$ cat config.mk
export PLATFORM = sky130hd
export DESIGN_NAME = positional_list_store_top
export DESIGN_NICKNAME = d
export VERILOG_FILES = /design/src/rtl/pls_pkg.sv /design/src/rtl/pls_cell.sv /design/src/rtl/positional_list_store_top.sv
export SDC_FILE = /design/constraint.sdc
export NUM_CORES = 1
export LEC_CHECK = 0
export BUFFER_PORTS_ARGS = -buffer_cell sky130_fd_sc_hd__buf_2
export CORE_UTILIZATION = 45
export DETAILED_ROUTE_END_ITERATION = 16
export GPL_ROUTABILITY_DRIVEN = 1
export HOLD_SLACK_MARGIN = 0.06
export PLACE_DENSITY_LB_ADDON = 0.05
export SYNTH_ARGS = -nofsm -noshare
export SYNTH_HDL_FRONTEND = slang
export SYNTH_HIERARCHICAL = 1
export SYNTH_SLANG_ARGS = --single-unit
$ cat constraint.sdc
create_clock -name clk -period 9.02 [get_ports clk]
set_input_delay 0.451 -clock clk [delete_from_list [all_inputs] [get_ports clk]]
set_output_delay 0.451 -clock clk [all_outputs]
set_load 0.01 [all_outputs]
$ cat src/rtl/pls_pkg.sv
// Types and codes shared by the positional list store modules.
`default_nettype none
package pls_pkg;

  // Request kinds carried in the action field
  typedef enum logic [3:0] {
    ACT_ADD_FRONT = 4'd0,
    ACT_ADD_END   = 4'd1,
    ACT_INS_AFTER = 4'd2,
    ACT_RM_FRONT  = 4'd3,
    ACT_RM_END    = 4'd4,
    ACT_RM_AT     = 4'd5,
    ACT_FIRST     = 4'd6,
    ACT_LAST      = 4'd7,
    ACT_READ_AT   = 4'd8
  } action_t;

  // Result status codes
  typedef enum logic [1:0] {
    ST_OK     = 2'd0,
    ST_EMPTY  = 2'd1,
    ST_FULL   = 2'd2,
    ST_BADPOS = 2'd3
  } status_t;

  // What every cell of the chain does this cycle
  typedef enum logic [1:0] {
    CELL_HOLD = 2'd0,
    CELL_INS  = 2'd1,
    CELL_DEL  = 2'd2
  } cell_op_t;

  localparam int unsigned ValueW  = 32;

endpackage
`default_nettype wire

$ cat src/rtl/pls_cell.sv
// One storage cell of the shifting list chain.
`default_nettype none
module pls_cell #(
  parameter int IW  = 4,
  parameter int IDX = 0
) (
  input  wire logic                          clk,
  input  wire pls_pkg::cell_op_t             kind,
  input  wire logic [IW-1:0]                 at,
  input  wire logic [pls_pkg::ValueW-1:0]    wr_value,
  input  wire logic [pls_pkg::ValueW-1:0]    left_q,
  input  wire logic [pls_pkg::ValueW-1:0]    right_q,
  output logic      [pls_pkg::ValueW-1:0]    q
);

  localparam logic [IW-1:0] MyIdx = IW'(IDX);

  logic [pls_pkg::ValueW-1:0] val_r;
  logic [pls_pkg::ValueW-1:0] val_nxt;

  // insert: cells past the gap take from the left, the gap loads the value;
  // delete: cells from the gap on take from the right
  always_comb begin
    val_nxt = val_r;
    case (kind)
      pls_pkg::CELL_INS: begin
        if (MyIdx > at) begin
          val_nxt = left_q;
        end else if (MyIdx == at) begin
          val_nxt = wr_value;
        end
      end
      pls_pkg::CELL_DEL: begin
        if (MyIdx >= at) begin
          val_nxt = right_q;
        end
      end
      default: val_nxt = val_r;
    endcase
  end

  always_ff @(posedge clk) begin
    val_r <= val_nxt;
  end

  assign q = val_r;

endmodule
`default_nettype wire

$ cat src/rtl/positional_list_store_top.sv
// Positional list store: ordered list of signed words held in a shifting cell chain.
// One request is accepted per cycle whenever the output register is empty or its
// beat is being taken in the same cycle; the result beat appears in the cycle after
// acceptance. Every insert or removal moves all cells of the chain at once. Read of
// the last or a positioned element passes through a DEPTH-wide selector onto the
// output register, which sets the clock path.
`default_nettype none
module positional_list_store_top #(
  parameter int DEPTH = 16
) (
  input  wire logic        clk,
  input  wire logic        rst_n,
  input  wire logic        in_tvalid,
  output logic             in_tready,
  // action [3:0], value [35:4], position [39:36]
  input  wire logic [39:0] in_tdata,
  output logic             out_tvalid,
  input  wire logic        out_tready,
  // read_value [31:0], entry_count [36:32], status [38:37], zero [39]
  output logic [39:0]      out_tdata
);

  localparam int IW = (DEPTH > 1) ? $clog2(DEPTH) : 1;
  localparam int CW = $clog2(DEPTH + 1);
  localparam int PW = (CW > 5) ? CW : 5;
  localparam int VW = pls_pkg::ValueW;

  // input beat fields
  pls_pkg::action_t       in_action;
  logic [VW-1:0]          in_value;
  logic [3:0]             in_pos;
  assign in_action = pls_pkg::action_t'(in_tdata[3:0]);
  assign in_value  = in_tdata[35:4];
  assign in_pos    = in_tdata[39:36];

  logic                   out_valid_r;
  logic [CW-1:0]          cnt_r;
  logic [CW-1:0]          cnt_nxt;
  logic [VW-1:0]          rd_r;
  logic [4:0]             cnt_out_r;
  pls_pkg::status_t       st_r;

  logic                   accept;
  logic                   full;
  logic                   empty;
  logic [PW-1:0]          cnt_x;
  logic [PW-1:0]          pos_x;
  logic                   pos_bad;
  pls_pkg::status_t       st;
  pls_pkg::cell_op_t      kind;
  logic [IW-1:0]          at;
  logic [IW-1:0]          rd_idx;
  logic                   do_rd;
  logic [VW-1:0]          rd_mux;
  logic [VW-1:0]          rd_val;
  logic [PW-1:0]          cnt_nxt_x;

  logic [VW-1:0]          cell_q [DEPTH];

  assign in_tready = !out_valid_r || out_tready;
  assign accept    = in_tvalid && in_tready;

  assign full    = cnt_r == CW'(DEPTH);
  assign empty   = cnt_r == '0;
  assign cnt_x   = PW'(cnt_r);
  assign pos_x   = PW'(in_pos);
  assign pos_bad = pos_x >= cnt_x;

  // request decode: status, chain operation and read index
  always_comb begin
    st      = pls_pkg::ST_OK;
    kind    = pls_pkg::CELL_HOLD;
    at      = '0;
    rd_idx  = '0;
    do_rd   = 1'b0;
    cnt_nxt = cnt_r;
    case (in_action)
      pls_pkg::ACT_ADD_FRONT: begin
        if (full) begin
          st = pls_pkg::ST_FULL;
        end else begin
          kind    = pls_pkg::CELL_INS;
          cnt_nxt = cnt_r + 1'b1;
        end
      end
      pls_pkg::ACT_ADD_END: begin
        if (full) begin
          st = pls_pkg::ST_FULL;
        end else begin
          kind    = pls_pkg::CELL_INS;
          at      = IW'(cnt_r);
          cnt_nxt = cnt_r + 1'b1;
        end
      end
      pls_pkg::ACT_INS_AFTER: begin
        if (empty) begin
          kind    = pls_pkg::CELL_INS;
          cnt_nxt = cnt_r + 1'b1;
        end else if (full) begin
          st = pls_pkg::ST_FULL;
        end else if (pos_bad) begin
          st = pls_pkg::ST_BADPOS;
        end else begin
          kind    = pls_pkg::CELL_INS;
          at      = IW'(pos_x + 1'b1);
          cnt_nxt = cnt_r + 1'b1;
        end
      end
      pls_pkg::ACT_RM_FRONT: begin
        if (empty) begin
          st = pls_pkg::ST_EMPTY;
        end else begin
          kind    = pls_pkg::CELL_DEL;
          cnt_nxt = cnt_r - 1'b1;
        end
      end
      pls_pkg::ACT_RM_END: begin
        if (empty) begin
          st = pls_pkg::ST_EMPTY;
        end else begin
          kind    = pls_pkg::CELL_DEL;
          at      = IW'(cnt_r - 1'b1);
          cnt_nxt = cnt_r - 1'b1;
        end
      end
      pls_pkg::ACT_RM_AT: begin
        if (empty) begin
          st = pls_pkg::ST_EMPTY;
        end else if (pos_bad) begin
          st = pls_pkg::ST_BADPOS;
        end else begin
          kind    = pls_pkg::CELL_DEL;
          at      = IW'(pos_x);
          cnt_nxt = cnt_r - 1'b1;
        end
      end
      pls_pkg::ACT_FIRST: begin
        if (empty) begin
          st = pls_pkg::ST_EMPTY;
        end else begin
          do_rd = 1'b1;
        end
      end
      pls_pkg::ACT_LAST: begin
        if (empty) begin
          st = pls_pkg::ST_EMPTY;
        end else begin
          do_rd  = 1'b1;
          rd_idx = IW'(cnt_r - 1'b1);
        end
      end
      pls_pkg::ACT_READ_AT: begin
        if (empty) begin
          st = pls_pkg::ST_EMPTY;
        end else if (pos_bad) begin
          st = pls_pkg::ST_BADPOS;
        end else begin
          do_rd  = 1'b1;
          rd_idx = IW'(pos_x);
        end
      end
      default: st = pls_pkg::ST_OK;
    endcase
    if (!accept) begin
      kind = pls_pkg::CELL_HOLD;
    end
  end

  // cell selector for reads
  always_comb begin
    rd_mux = '0;
    for (int i = 0; i < DEPTH; i++) begin
      if (rd_idx == IW'(i)) begin
        rd_mux = cell_q[i];
      end
    end
  end

  assign rd_val    = do_rd ? rd_mux : '0;
  assign cnt_nxt_x = PW'(cnt_nxt);

  // the cell chain
  for (genvar g = 0; g < DEPTH; g++) begin : g_cell
    logic [VW-1:0] left_q;
    logic [VW-1:0] right_q;
    if (g == 0) begin : g_first
      assign left_q = in_value;
    end else begin : g_inner_l
      assign left_q = cell_q[g-1];
    end
    if (g == DEPTH - 1) begin : g_last
      assign right_q = cell_q[g];
    end else begin : g_inner_r
      assign right_q = cell_q[g+1];
    end
    pls_cell #(
      .IW  (IW),
      .IDX (g)
    ) u_cell (
      .clk      (clk),
      .kind     (kind),
      .at       (at),
      .wr_value (in_value),
      .left_q   (left_q),
      .right_q  (right_q),
      .q        (cell_q[g])
    );
  end

  // control state: output beat valid and element count
  always_ff @(posedge clk) begin
    if (!rst_n) begin
      out_valid_r <= 1'b0;
      cnt_r       <= '0;
    end else begin
      if (accept) begin
        out_valid_r <= 1'b1;
        cnt_r       <= cnt_nxt;
      end else if (out_tready) begin
        out_valid_r <= 1'b0;
      end
    end
  end

  // result payload
  always_ff @(posedge clk) begin
    if (accept) begin
      rd_r      <= rd_val;
      cnt_out_r <= cnt_nxt_x[4:0];
      st_r      <= st;
    end
  end

  assign out_tvalid = out_valid_r;
  assign out_tdata  = {1'b0, st_r, cnt_out_r, rd_r};

endmodule
`default_nettype wire

==> results.tsv <==
stage	metric	value	unit
clock_tree	CTS Hold Bufs	0	
clock_tree	CTS tree	built	
worst_setup_path	R2R cell count	12	
global_routing	initial antenna violation count	7	
clock_tree	total CTS buffers	70	
synth	ys flop type	edfxtp_1	
sta	worst hold slack	98.97	ps
synth	post-synth cell types	112	
power_and_ir_drop	Worst VDD drop	0.1508	mV
global_routing	total gr overflow	0	
clock_tree	root buf cell	clkbuf_16	
sta	Final setup viols	0	
worst_setup_path	Crit. End Element	register	
layout	Synth-to-Final Area Change	8.227	%
worst_setup_path	Critical Path RT	9300	ps
floorplanning	die area	0.07864	mm^2
clock_tree	post-CTS setup buffer count	0	
floorplanning	CORE AREA	0.07633	mm^2
layout	fraction of layout cells with a size suffix above 1	0.1600	
floorplanning	die width	280.4	um
worst_setup_path	CP most frequent cell	nor3_1	
drt	routed vias	29230	
drt	drt total wl	134.8	mm
placement	placed instance area	0.03564	mm^2
clock_tree	Sink Count	557	
clock_tree	Worst-path clk slew	60	ps
layout	Final Cell Area	0.03776	mm^2
synth	Synth Area per Inst	10.55	um^2
synth	Synth Register Bits	557	
drt	drt pass-1 iters	7	
clock_tree	Clk Latency, worst-skew pair	630	ps
worst_setup_path	Worst setup SP type	register	
drt	Routed Antenna Nets	0	
sta	RSZ-0062 raised after global routing	no	
synth	sequential fraction of the synthesis area	0.4777	
sta	Final Cycle Share	0.6301	
sta	min Tclk post-route	5684	ps
run_status	status	completed	
synth	most frequent cell after synthesis	edfxtp_1	
synth	cell taking the most area after synthesis	edfxtp_1	
power_and_ir_drop	pwr dens	169.0	mW/mm^2
synth	EDFF count, synth	551	
placement	Detailed Place HPWL	83.67	mm
floorplanning	Die H	280.4	um
drt	DRC viols	0	
layout	Util after Layout	0.4947	
min_path	Cells on Worst Hold Path	2	
min_path	worst hold path class	primary input to register	
synth	top post-synthesis cells by count	551 x edfxtp_1, 419 x nand2_1, 333 x nor2_1, 236 x a31oi_1, 171 x a21oi_1	
min_path	hold path start	rst_n	
floorplanning	starting density of the core	0.4571	
clock_tree	clock tree buffer depth	3	
sta	PnR worst setup slack	3336	ps
drt	DR vias/cell	6.757	
synth	synth top area cells	edfxtp_1 47%, nand2_1 4.5%, a31oi_1 4.2%	
worst_setup_path	CP cell instances	inv_1 -> ha_1 -> nor3_1 -> nor3_1 -> nand2_1 -> and2_1 -> a21o_1 -> a221o_4 -> buf_12 -> and3_2 -> a21oi_4 -> buf_4	
synth	share of the synthesized area in the top cell type	0.4743	
worst_setup_path	Worst EP arrival	5960	ps
drt	Starting DRT DRC Count	4004	
global_routing	largest net degree at the start of global routing	160	
power_and_ir_drop	Pleak	13.94	nW
global_routing	GRT Resource Usage Total	0.3380	
worst_setup_path	reg-to-reg slack, setup	3340	ps
synth	syn_nets	3362	
worst_setup_path	critical path fanouts, max	85	
clock_tree	total of cells resized after clock tree synthesis	0	
sta	worst rel slew slack	0.07130	
sta	f_max	175.9	MHz
global_routing	vias in the first global route	27760	
global_routing	global-route wire length before repair	195.8	mm
worst_setup_path	slowest CP cell	dfxtp_1	
floorplanning	std cell rows	101	
sta	Worst Tran Pin Value	1378	ps
worst_setup_path	reg2reg start	cnt_r[2]$_SDFFE_PN0P_	
min_path	Worst Hold Endpoint	cnt_r[1]$_SDFFE_PN0P_	
sta	final hold violation count	0	
synth	synthesized instance count	3308	
sta	worst-case clock skew	36.43	ps
worst_setup_path	Crit Path Class	register to register	
sta	Pins Over Slew Limit	0	
placement	number of port buffers	84	
clock_tree	htree depth	3	
synth	Synth warnings	6	
sta	TNS Setup	0	ps
floorplanning	Ports	86	
placement	pre-CTS setup slack	3417	ps
drt	drt wl/cell	31.17	um
flow_run	max-capacitance violation count	0	
worst_setup_path	delay of the slowest critical-path stage	710	ps
worst_setup_path	FF-to-FF End	g_cell[14].u_cell/q[1]$_DFFE_PP_	
synth	cell area after synthesis	0.03489	mm^2
synth	ys async rst share	0	
layout	fin nets	3295	
placement	Final GP Congestion	0.9246	
## metal layers
metal	vias to the layer above	GRT usage	part of all wire
li1	12580	-	-
met1	14580	0.4866	0.43
met2	1821	0.4930	0.43
met3	238	0.08510	0.11
met4	8	0.1104	0.026
met5	-	0	0.00035
## critical path: cells and delay by family, from the launching register on
| family | cells | cell delay (ps) |
|---|---|---|
| AOI/OAI and AO/OA | 3 | 1390 |
| buffers and inverters | 3 | 990 |
| DFF | 1 | 710 |
| adders and majority gates | 1 | 330 |
| and+or+nand+nor | 5 | 1770 |
## metrics by stage
stage,instances,power [W]
4_1_cts,4324,0.006393
5_1_grt,4325,0.006547
2_1_floorplan,3308,0.003451
3_5_place_dp,4199,0.003701
6_report,4325,0.006380
3_3_place_gp,4199,0.003689
## flip-flops by register name (all words and copies together) (netlist names)
name             count
rd_r                32
cnt_out_r            5
out_tvalid           1
g_cell.u_cell/q    512
st_r                 2
cnt_r                5
## logic make-up (layout without fill, tap and decap cells)
logic type / after synthesis / count (layout) / synth area share
other: 1 / 2 / 0.0001075
and+or+nand+nor: 1139 / 1139 / 0.1649
DFF: 557 / 557 / 0.4777
AOI/OAI and AO/OA: 1017 / 1017 / 0.2120
buffers and inverters: 343 / 329 / 0.06036
muxes: 224 / 224 / 0.07707
xor gates and xnor gates: 17 / 17 / 0.004268
adders and majority gates: 10 / 10 / 0.003587
## how the worst max path moves through the flow
stage	slack (ps)	cells past startpoint	to	from
after floorplan	430	6	g_cell[2].u_cell/q[0]$_DFFE_PP_	in_tvalid
after global placement	3480	13	g_cell[0].u_cell/q[15]$_DFFE_PP_	cnt_r[2]$_SDFFE_PN0P_
after detailed placement	3420	13	g_cell[0].u_cell/q[28]$_DFFE_PP_	cnt_r[2]$_SDFFE_PN0P_
after CTS	3380	13	g_cell[0].u_cell/q[31]$_DFFE_PP_	cnt_r[2]$_SDFFE_PN0P_
after global routing	3070	12	g_cell[15].u_cell/q[18]$_DFFE_PP_	cnt_r[2]$_SDFFE_PN0P_
final	3340	12	g_cell[14].u_cell/q[1]$_DFFE_PP_	cnt_r[2]$_SDFFE_PN0P_
## cells in the final DEF (no fill, tap or decap), types with 67 or more instances in the layout
cell and instances:
a21oi_1 162, o21ai_0 67, nand2_1 419, buf_2 84, buf_4 74, nor3b_1 67
a31oi_1 234, mux2i_1 128, o21ai_1 77, a22oi_1 84, clkbuf_16 71, edfxtp_1 551
mux2_4 87, nor2_1 329
## power breakdown
group | switching [W] | internal (W) | total, W | leakage [nW]
Sequential | 0.0000541 | 0.00293 | 0.00298 | 5.07
Combinational | 0.000461 | 0.000228 | 0.000688 | 7.84
Clock | 0.00117 | 0.00154 | 0.00271 | 1.03
Total | 0.00169 | 0.00469 | 0.00638 | 13.9
## layout make-up
| type | instances | area, um^2 |
|---|---|---|
| inverters | 42 | 157.7 |
| repair buffers | 162 | 1056 |
| clock buffers | 93 | 1859 |
| well taps | 1030 | 1289 |
| clock inverters | 32 | 255.2 |
| multi-input cells | 2408 | 16470 |
| flip-flops and latches | 557 | 16670 |
| diodes | 1 | 2.502 |
| fillers | 7049 | 38570 |
Note: power is estimated with default switching activity, not from simulation.
